$ cat src/hdl/matrix_keypad_debouncer_macros.svh
// ----------------------------------------------------------------------------
// Keypad debouncer assertion macros
// Shared concurrent assertion forms, clocked on aclk and held off in reset.
// ----------------------------------------------------------------------------
`ifndef MATRIX_KEYPAD_DEBOUNCER_MACROS_SVH
`define MATRIX_KEYPAD_DEBOUNCER_MACROS_SVH

// Same-cycle implication.
`define KPD_ASSERT_NOW(label, ante, cons, msg) \
    label: assert property (@(posedge aclk) disable iff (!aresetn) \
        (ante) |-> (cons)) else $error(msg);

// Next-cycle implication.
`define KPD_ASSERT_NEXT(label, ante, cons, msg) \
    label: assert property (@(posedge aclk) disable iff (!aresetn) \
        (ante) |=> (cons)) else $error(msg);

`endif

$ cat src/hdl/kpd_pkg.sv
// ----------------------------------------------------------------------------
// kpd_pkg
// Sizes, phase encoding and shared types of the keypad debouncer.
// ----------------------------------------------------------------------------
`default_nettype none

package kpd_pkg;

    localparam int KEY_ROWS  = 4;
    localparam int KEY_COLS  = 4;
    localparam int NKEYS     = KEY_ROWS * KEY_COLS;
    localparam int LEVEL_W   = 4;
    localparam int SCAN_COLS = (KEY_COLS < LEVEL_W) ? KEY_COLS : LEVEL_W;
    localparam int ROW_IN_W  = 2;
    localparam int ROW_W     = (KEY_ROWS > 1) ? $clog2(KEY_ROWS) : 1;
    localparam int ROW_IW    = (ROW_W > ROW_IN_W) ? ROW_W : ROW_IN_W;
    localparam int CODE_W    = 4;
    localparam int TIME_W    = 32;
    localparam int CFG_IDX_W = 1;

    localparam logic [TIME_W-1:0] PRESS_HOLD_RST   = TIME_W'(10000);
    localparam logic [TIME_W-1:0] RELEASE_HOLD_RST = TIME_W'(100000);

    typedef enum logic [CFG_IDX_W-1:0] {
        CFG_PRESS_HOLD   = 1'b0,
        CFG_RELEASE_HOLD = 1'b1
    } cfg_index_t;

    typedef enum logic [1:0] {
        PH_IDLE     = 2'd0,
        PH_PEND_ON  = 2'd1,
        PH_DOWN     = 2'd2,
        PH_PEND_OFF = 2'd3
    } key_phase_t;

    typedef struct packed {
        key_phase_t        phase;
        logic [TIME_W-1:0] press_stamp;
        logic [TIME_W-1:0] release_stamp;
    } key_state_t;

    typedef struct packed {
        logic [TIME_W-1:0] press_hold;
        logic [TIME_W-1:0] release_hold;
    } hold_cfg_t;

    typedef struct packed {
        logic              key_valid;
        logic [CODE_W-1:0] key_code;
    } key_result_t;

    // row * KEY_COLS + col, low bits only
    function automatic logic [CODE_W-1:0] key_code_of(input logic [ROW_W-1:0] row,
                                                      input int col);
        int k;
        k = int'(row) * KEY_COLS + col;
        return CODE_W'(k);
    endfunction

endpackage

`default_nettype wire

$ cat src/hdl/kpd_key_update.sv
// ----------------------------------------------------------------------------
// kpd_key_update
// Next state of one key's debounce machine for one column sample.
// ----------------------------------------------------------------------------
`default_nettype none

module kpd_key_update (
    input  var kpd_pkg::key_state_t         state_i,
    input  wire logic                       high_i,
    input  wire logic [kpd_pkg::TIME_W-1:0] now_us_i,
    input  var kpd_pkg::hold_cfg_t          hold_i,
    output kpd_pkg::key_state_t             state_next_o,
    output logic                            confirm_o
);

    logic [kpd_pkg::TIME_W-1:0] press_elapsed;
    logic [kpd_pkg::TIME_W-1:0] release_elapsed;
    logic                       press_done;
    logic                       release_done;
    kpd_pkg::key_phase_t        phase_next;

    // wraps modulo 2^32
    assign press_elapsed   = now_us_i - state_i.press_stamp;
    assign release_elapsed = now_us_i - state_i.release_stamp;
    assign press_done      = (press_elapsed >= hold_i.press_hold);
    assign release_done    = (release_elapsed >= hold_i.release_hold);

    always_comb begin
        phase_next = state_i.phase;
        if (high_i) begin
            unique case (state_i.phase)
                kpd_pkg::PH_DOWN: begin
                    phase_next = kpd_pkg::PH_PEND_OFF;
                end
                kpd_pkg::PH_PEND_OFF: begin
                    if (release_done) begin
                        phase_next = kpd_pkg::PH_IDLE;
                    end
                end
                default: begin
                    phase_next = kpd_pkg::PH_IDLE;
                end
            endcase
        end else begin
            unique case (state_i.phase)
                kpd_pkg::PH_IDLE: begin
                    phase_next = kpd_pkg::PH_PEND_ON;
                end
                kpd_pkg::PH_PEND_ON: begin
                    if (press_done) begin
                        phase_next = kpd_pkg::PH_DOWN;
                    end
                end
                default: begin
                    phase_next = kpd_pkg::PH_DOWN;
                end
            endcase
        end
    end

    always_comb begin
        state_next_o.phase         = phase_next;
        state_next_o.press_stamp   = state_i.press_stamp;
        state_next_o.release_stamp = state_i.release_stamp;
        if (!high_i && state_i.phase == kpd_pkg::PH_IDLE) begin
            state_next_o.press_stamp = now_us_i;
        end
        if (high_i && state_i.phase == kpd_pkg::PH_DOWN) begin
            state_next_o.release_stamp = now_us_i;
        end
        confirm_o = !high_i && (state_i.phase == kpd_pkg::PH_PEND_ON) && press_done;
    end

endmodule

`default_nettype wire

$ cat src/hdl/kpd_row_engine.sv
// ----------------------------------------------------------------------------
// kpd_row_engine
// Per-key state store; updates the sampled row's keys and picks the report.
// ----------------------------------------------------------------------------
`default_nettype none

module kpd_row_engine (
    input  wire logic                          aclk,
    input  wire logic                          aresetn,
    input  wire logic                          upd_en,
    input  wire logic [kpd_pkg::ROW_IN_W-1:0]  row_index,
    input  wire logic [kpd_pkg::LEVEL_W-1:0]   column_levels,
    input  wire logic [kpd_pkg::TIME_W-1:0]    now_us,
    input  var kpd_pkg::hold_cfg_t             hold,
    output kpd_pkg::key_result_t               result
);

    kpd_pkg::key_phase_t        phase_reg         [kpd_pkg::KEY_ROWS][kpd_pkg::KEY_COLS];
    logic [kpd_pkg::TIME_W-1:0] press_stamp_reg   [kpd_pkg::KEY_ROWS][kpd_pkg::KEY_COLS];
    logic [kpd_pkg::TIME_W-1:0] release_stamp_reg [kpd_pkg::KEY_ROWS][kpd_pkg::KEY_COLS];

    logic [kpd_pkg::ROW_IW-1:0]  row_wide;
    logic [kpd_pkg::ROW_W-1:0]   row_sel;
    logic                        row_ok;
    kpd_pkg::key_state_t         cur_state  [kpd_pkg::SCAN_COLS];
    kpd_pkg::key_state_t         next_state [kpd_pkg::SCAN_COLS];
    logic [kpd_pkg::SCAN_COLS-1:0] confirm;
    logic [kpd_pkg::SCAN_COLS-1:0] wr_en;

    assign row_wide = kpd_pkg::ROW_IW'(row_index);
    assign row_sel  = row_wide[kpd_pkg::ROW_W-1:0];
    assign row_ok   = ({1'b0, row_wide} < (kpd_pkg::ROW_IW + 1)'(kpd_pkg::KEY_ROWS));

    for (genvar j = 0; j < kpd_pkg::SCAN_COLS; j++) begin : g_col
        always_comb begin
            cur_state[j].phase         = phase_reg[row_sel][j];
            cur_state[j].press_stamp   = press_stamp_reg[row_sel][j];
            cur_state[j].release_stamp = release_stamp_reg[row_sel][j];
        end

        kpd_key_update u_key (
            .state_i      (cur_state[j]),
            .high_i       (column_levels[j]),
            .now_us_i     (now_us),
            .hold_i       (hold),
            .state_next_o (next_state[j]),
            .confirm_o    (confirm[j])
        );
    end

    // columns after the first confirmed key keep their state
    always_comb begin
        logic taken;
        taken  = 1'b0;
        result = '0;
        for (int j = 0; j < kpd_pkg::SCAN_COLS; j++) begin
            wr_en[j] = upd_en && row_ok && !taken;
            if (!taken && confirm[j]) begin
                result.key_valid = 1'b1;
                result.key_code  = kpd_pkg::key_code_of(row_sel, j);
                taken            = 1'b1;
            end
        end
        if (!row_ok) begin
            result = '0;
        end
    end

    always_ff @(posedge aclk) begin
        if (!aresetn) begin
            for (int r = 0; r < kpd_pkg::KEY_ROWS; r++) begin
                for (int c = 0; c < kpd_pkg::KEY_COLS; c++) begin
                    phase_reg[r][c] <= kpd_pkg::PH_IDLE;
                end
            end
        end else begin
            for (int j = 0; j < kpd_pkg::SCAN_COLS; j++) begin
                if (wr_en[j]) begin
                    phase_reg[row_sel][j] <= next_state[j].phase;
                end
            end
        end
    end

    // stamps are only read in phases that wrote them first
    always_ff @(posedge aclk) begin
        for (int j = 0; j < kpd_pkg::SCAN_COLS; j++) begin
            if (wr_en[j]) begin
                press_stamp_reg[row_sel][j]   <= next_state[j].press_stamp;
                release_stamp_reg[row_sel][j] <= next_state[j].release_stamp;
            end
        end
    end

endmodule

`default_nettype wire

$ cat src/hdl/matrix_keypad_debouncer.sv
// ----------------------------------------------------------------------------
// matrix_keypad_debouncer
// Debounces a scanned 4x4 key matrix, one row sample per request.
// ----------------------------------------------------------------------------
//  channel  | ports                                        | direction
//  ---------+----------------------------------------------+----------
//  s_       | s_row_index, s_column_levels, s_now_us       | in
//  m_       | m_key_valid, m_key_code                      | out
//  cfg_     | cfg_index, cfg_data                          | in
//
//  One request per cycle sustained while results are taken; a request passes
//  the input register, then the key update into the result register.
//  The per-key state read and write-back of the sampled row sets the path.
//  Synchronous active-low reset puts every key idle and loads default holds.
//  A stalled result holds the result register; one more request waits in
//  the input register, after which s_ready drops.
// ----------------------------------------------------------------------------
`default_nettype none

`include "matrix_keypad_debouncer_macros.svh"

module matrix_keypad_debouncer (
    input  wire logic                           aclk,
    input  wire logic                           aresetn,

    input  wire logic                           s_valid,
    output logic                                s_ready,
    input  wire logic [kpd_pkg::ROW_IN_W-1:0]   s_row_index,
    input  wire logic [kpd_pkg::LEVEL_W-1:0]    s_column_levels,
    input  wire logic [kpd_pkg::TIME_W-1:0]     s_now_us,

    output logic                                m_valid,
    input  wire logic                           m_ready,
    output logic                                m_key_valid,
    output logic [kpd_pkg::CODE_W-1:0]          m_key_code,

    input  wire logic                           cfg_valid,
    output logic                                cfg_ready,
    input  wire logic [kpd_pkg::CFG_IDX_W-1:0]  cfg_index,
    input  wire logic [kpd_pkg::TIME_W-1:0]     cfg_data
);

    logic                          in_valid_reg;
    logic [kpd_pkg::ROW_IN_W-1:0]  row_reg;
    logic [kpd_pkg::LEVEL_W-1:0]   levels_reg;
    logic [kpd_pkg::TIME_W-1:0]    now_reg;

    logic                          out_valid_reg;
    kpd_pkg::key_result_t          result_reg;
    kpd_pkg::key_result_t          result_next;

    logic [kpd_pkg::TIME_W-1:0]    press_hold_reg;
    logic [kpd_pkg::TIME_W-1:0]    release_hold_reg;
    kpd_pkg::hold_cfg_t            hold;

    logic out_free;
    logic advance;
    logic s_fire;
    logic cfg_fire;

    assign out_free  = !out_valid_reg || m_ready;
    assign advance   = in_valid_reg && out_free;
    assign s_ready   = !in_valid_reg || out_free;
    assign s_fire    = s_valid && s_ready;
    assign cfg_ready = 1'b1;
    assign cfg_fire  = cfg_valid && cfg_ready;

    assign hold.press_hold   = press_hold_reg;
    assign hold.release_hold = release_hold_reg;

    always_ff @(posedge aclk) begin
        if (!aresetn) begin
            press_hold_reg   <= kpd_pkg::PRESS_HOLD_RST;
            release_hold_reg <= kpd_pkg::RELEASE_HOLD_RST;
        end else if (cfg_fire) begin
            unique case (kpd_pkg::cfg_index_t'(cfg_index))
                kpd_pkg::CFG_PRESS_HOLD:   press_hold_reg   <= cfg_data;
                kpd_pkg::CFG_RELEASE_HOLD: release_hold_reg <= cfg_data;
                default: ;
            endcase
        end
    end

    always_ff @(posedge aclk) begin
        if (!aresetn) begin
            in_valid_reg <= 1'b0;
        end else if (s_ready) begin
            in_valid_reg <= s_valid;
        end
    end

    always_ff @(posedge aclk) begin
        if (s_fire) begin
            row_reg    <= s_row_index;
            levels_reg <= s_column_levels;
            now_reg    <= s_now_us;
        end
    end

    kpd_row_engine u_engine (
        .aclk          (aclk),
        .aresetn       (aresetn),
        .upd_en        (advance),
        .row_index     (row_reg),
        .column_levels (levels_reg),
        .now_us        (now_reg),
        .hold          (hold),
        .result        (result_next)
    );

    always_ff @(posedge aclk) begin
        if (!aresetn) begin
            out_valid_reg <= 1'b0;
        end else if (out_free) begin
            out_valid_reg <= in_valid_reg;
        end
    end

    always_ff @(posedge aclk) begin
        if (advance) begin
            result_reg <= result_next;
        end
    end

    assign m_valid     = out_valid_reg;
    assign m_key_valid = result_reg.key_valid;
    assign m_key_code  = result_reg.key_code;

    `KPD_ASSERT_NOW(a_code_zero_when_no_key, m_valid && !m_key_valid, m_key_code == '0, "key code set without a confirmed key")

    `KPD_ASSERT_NEXT(a_stage_moves_to_output, in_valid_reg && (!m_valid || m_ready), m_valid, "buffered request did not reach the output")

    `KPD_ASSERT_NEXT(a_press_hold_written, cfg_valid && cfg_ready && cfg_index == kpd_pkg::CFG_PRESS_HOLD, press_hold_reg == $past(cfg_data), "press hold write lost")

endmodule

`default_nettype wire

$ cat config.mk
export PLATFORM = sky130hd
export DESIGN_NAME = matrix_keypad_debouncer
export DESIGN_NICKNAME = d
export VERILOG_FILES = /design/src/hdl/kpd_pkg.sv /design/src/hdl/kpd_key_update.sv /design/src/hdl/kpd_row_engine.sv /design/src/hdl/matrix_keypad_debouncer.sv
export VERILOG_INCLUDE_DIRS = /design/src /design/src/hdl
export SDC_FILE = /design/constraint.sdc
export NUM_CORES = 2
export LEC_CHECK = 0
export ABC_AREA = 1
export BUFFER_PORTS_ARGS = -buffer_cell sky130_fd_sc_hd__clkbuf_2
export CAP_MARGIN = 30
export CORE_MARGIN = 1
export CORE_UTILIZATION = 65
export CTS_BUF_LIST = sky130_fd_sc_hd__clkbuf_4 sky130_fd_sc_hd__clkbuf_8
export DETAILED_ROUTE_END_ITERATION = 12
export PLACE_DENSITY = 0.85
export RECOVER_POWER = 50
export SETUP_SLACK_MARGIN = 0.5
export SYNTH_ARGS = -nofsm -noshare
export SYNTH_HDL_FRONTEND = slang
export SYNTH_SLANG_ARGS = --single-unit
export TNS_END_PERCENT = 1
$ cat constraint.sdc
create_clock -name aclk -period 9.4 [get_ports aclk]
set_input_delay 1.41 -clock aclk [delete_from_list [all_inputs] [get_ports aclk]]
set_output_delay 1.41 -clock aclk [all_outputs]
set_load 0.01 [all_outputs]
==> results_dict.tcl <==
set metrics [dict create \
    path_buf_inv 4 \
    critical_path_peak_fanout 220 \
    cts_tree "yes" \
    ant_nets 0 \
    syn_inst 6778 \
    grt_pass1_wl_um 305000 \
    layout-drive-gt1-share_pct 6.88 \
    drc_errors 0 \
    dpl_worst_slack_ns 2.05 \
    slew_headroom_pct -145 \
    fin_setup_tns_ns 0 \
    final_core_util_pct 71.3 \
    cts_made_buffers 182 \
    path_cells "inv_16, clkbuf_1, nand2_1, a32o_1, ha_1, nand2_1, inv_1, a21oi_1, o21ai_0, nand2_1, nand2_1, a21oi_1, xor2_1, inv_1, ha_1, nand2_1, nor2_1, nand4_1, nor3b_1, nand2_1, nand4_1, nor2_1, nor2_1, a21oi_1" \
    place_congestion 1.04 \
    violations "capacitance limit, slew limit" \
    hp-class "reg2reg" \
    hpwl_um 143000 \
    routedWlPerCell_um 25.1 \
    cp-start-kind "flop" \
    cp.required_ns 10.02 \
    io_pins 84 \
    final_common_cell "nand2_1" \
    cp.depth 24 \
    crit_family "buffers and inverters" \
    regToRegEndpoint "u_engine.phase_reg[0][2]$_SDFFCE_PN0P_" \
    reg2reg_depth 24 \
    avgSynthCellArea_um2 9.69 \
    synth.distinct_cells 49 \
    nets 7453 \
    critPathArrivalTime_ns 8.74 \
    die_w_um 320 \
    grt.total_usage_pct 40.3 \
    hold_viol 0 \
    die_h_um 320 \
    grt_pass1_vias 50436 \
    overflow 0 \
    irDropWorstVdd_uv 147 \
    rows 116 \
    synth_edf_count 1099 \
    tightest_slew_ns 3.68 \
    syn_nets 7368 \
    slowest_delay_ns 1.99 \
    path_class "reg2reg" \
    start_util_pct 65.6 \
    clock.fmax_ghz 0.123 \
    postCtsSetupRepairBufs 0 \
    ctsResizeCount 0 \
    ys_warn_count 0 \
    synth_area_leaders "edfxtp_1 50%, nand2_1 11%, ha_1 9.6%" \
    core_area_mm2 0.100 \
    slowest_stage "clkbuf_1" \
    pwr_density_cell_mw_per_mm2 210 \
    power.total_mw 15.0 \
    fillCellCount 7303 \
    port_buffers 82 \
    ys_seq_area_share_pct 52.3 \
    setup-violations-final 0 \
    synthToLayoutAreaGrowth_pct 8.68 \
    clkTransAtPathRegs_ns 0.06 \
    layout_common_cells "1852 x nand2_1, 1099 x edfxtp_1, 735 x a21oi_1, 506 x ha_1, 441 x o21ai_0" \
    synth_top_area_share_pct 50.3 \
    yosys.area.top_type "edfxtp_1" \
    critPathCaptureType "flop" \
    antenna_found_initial 7 \
    fin_crit_ns 8.12 \
    synth_area_mm2 0.0657 \
    dr.pass1.iters 9 \
    clkSinkCount 1167 \
    cp-endpoint "u_engine.phase_reg[0][2]$_SDFFCE_PN0P_" \
    cts_hold_buf 0 \
    synth_ff_type "edfxtp_1" \
    routed_wl_um 209000 \
    status "complete, but fails checks" \
    root_buffer "clkbuf_8" \
    first_iter_violations 8540 \
    crit_top_cell "nand2_1" \
    insertion_delay_ns 0.91 \
    worst_clock_skew_ns 0.0444 \
    leakage_nw 28.0 \
    htree_levels 4 \
    ff2ff_setup_slack_ns 1.28 \
    rsz0062_at_grt "false" \
    dieArea_mm2 0.102 \
    clockBufferDepth 3 \
    fin_ws_ns 1.28 \
    avgViaCountPerCell 6.49 \
    maxCapViolCount 19 \
    ys_ff_latch 1167 \
    async_flop_share_pct 0 \
    grt_max_degree 221 \
    finalCritPeriodShare_pct 86.4 \
    vias 54057 \
    drv_slew 906 \
]
-- power by group --
part | internal, mW | total (mW) | switching, mW
clock | 2.44 | 4.52 | 2.08
sequential | 6.06 | 6.13 | 0.0754
combinational | 1.43 | 4.33 | 2.90
total | 9.93 | 15.0 | 5.05
-- stage by stage --
step                      hold slack, ns  area, µm²  instances
after floorplan                    0.504      65700       6778
after global placement             0.503      67400       7968
after detailed placement           0.506      67500       7972
after CTS                          0.516      71400       8311
after global routing               0.536      71300       8318
final                              0.518      71400       8327
-- how the worst min path moves through the flow --
stage	cells after the start	slack (ns)	startpoint	endpoint
2_1_floorplan	2	0.50	press_hold_reg[11]$_SDFFE_PN0P_	press_hold_reg[11]$_SDFFE_PN0P_
3_3_place_gp	2	0.50	m_valid$_SDFFE_PN0P_	m_valid$_SDFFE_PN0P_
3_5_place_dp	2	0.51	m_valid$_SDFFE_PN0P_	m_valid$_SDFFE_PN0P_
4_1_cts	2	0.52	m_valid$_SDFFE_PN0P_	m_valid$_SDFFE_PN0P_
5_1_grt	2	0.54	m_valid$_SDFFE_PN0P_	m_valid$_SDFFE_PN0P_
6_report	2	0.52	m_valid$_SDFFE_PN0P_	m_valid$_SDFFE_PN0P_
-- worst register-to-register path, cell delays in order (launching register included) --
cell and delay, ns:
dfxtp_4 0.51, inv_16 0.43, clkbuf_1 2.37, nand2_1 0.20, a32o_1 0.37, ha_1 0.34, nand2_1 0.16, inv_1 0.06
a21oi_1 0.34, o21ai_0 0.34, nand2_1 0.14, nand2_1 0.13, a21oi_1 0.19, xor2_1 0.18, inv_1 0.07, ha_1 0.29
nand2_1 0.08, nor2_1 0.14, nand4_1 0.09, nor3b_1 0.60, nand2_1 0.11, nand4_1 0.11, nor2_1 0.05, nor2_1 0.40
a21oi_1 0.15
-- cell type report --
| cell class | instances | area [µm²] | share of cell area, % |
|---|---|---|---|
| tap | 1298 | 1620 | 2.28 |
| clock buffer | 254 | 3130 | 4.38 |
| timing repair buffer | 182 | 1340 | 1.88 |
| sequential | 1167 | 34400 | 48.2 |
| inverter | 418 | 1590 | 2.23 |
| multi-input combinational | 4912 | 28600 | 40.0 |
| clock inverter | 85 | 708 | 0.992 |
| antenna | 11 | 27.5 | 0.0386 |
-- cell usage after synthesis, types with 3 or more instances --
cell type / count
nand2_1: 1852
edfxtp_1: 1099
a21oi_1: 735
ha_1: 506
o21ai_0: 435
inv_1: 408
nor2_1: 363
a32o_1: 248
xor2_1: 172
nand3_1: 164
clkbuf_1: 154
buf_2: 98
xnor2_1: 72
dfxtp_1: 68
nor3_1: 57
nand4_1: 54
a21o_1: 49
o21bai_1: 37
o21ai_1: 36
o21a_1: 21
o211ai_1: 18
buf_1: 17
nor4_1: 16
a31oi_1: 15
buf_4: 10
o22ai_1: 9
a21boi_0: 8
fa_1: 8
o221ai_1: 8
inv_2: 6
a211oi_1: 5
clkinv_1: 3
nor3b_1: 3
-- kinds of logic after synthesis --
kind of cell / share of synthesized area [%]
adder cells (fa/ha/maj): 9.89
XOR/XNOR: 3.25
buffers and inverters: 4.26
other: 0.00571
AND/OR/NAND/NOR: 15.2
AO/OA/AOI/OAI: 15.1
flip-flops: 52.3
-- per-layer routing --
layer | part of all wire (%) | GRT usage [%] | routed length, µm | up-vias
li1 | - | - | - | 24320
met1 | 37 | 54.5 | 77200 | 25413
met2 | 43 | 59.7 | 89200 | 3699
met3 | 14 | 10.5 | 30200 | 621
met4 | 5.8 | 21.6 | 12200 | 4
met5 | 0.013 | 0 | 27 | -
No activity file was read; power rests on OpenSTA's default activity.
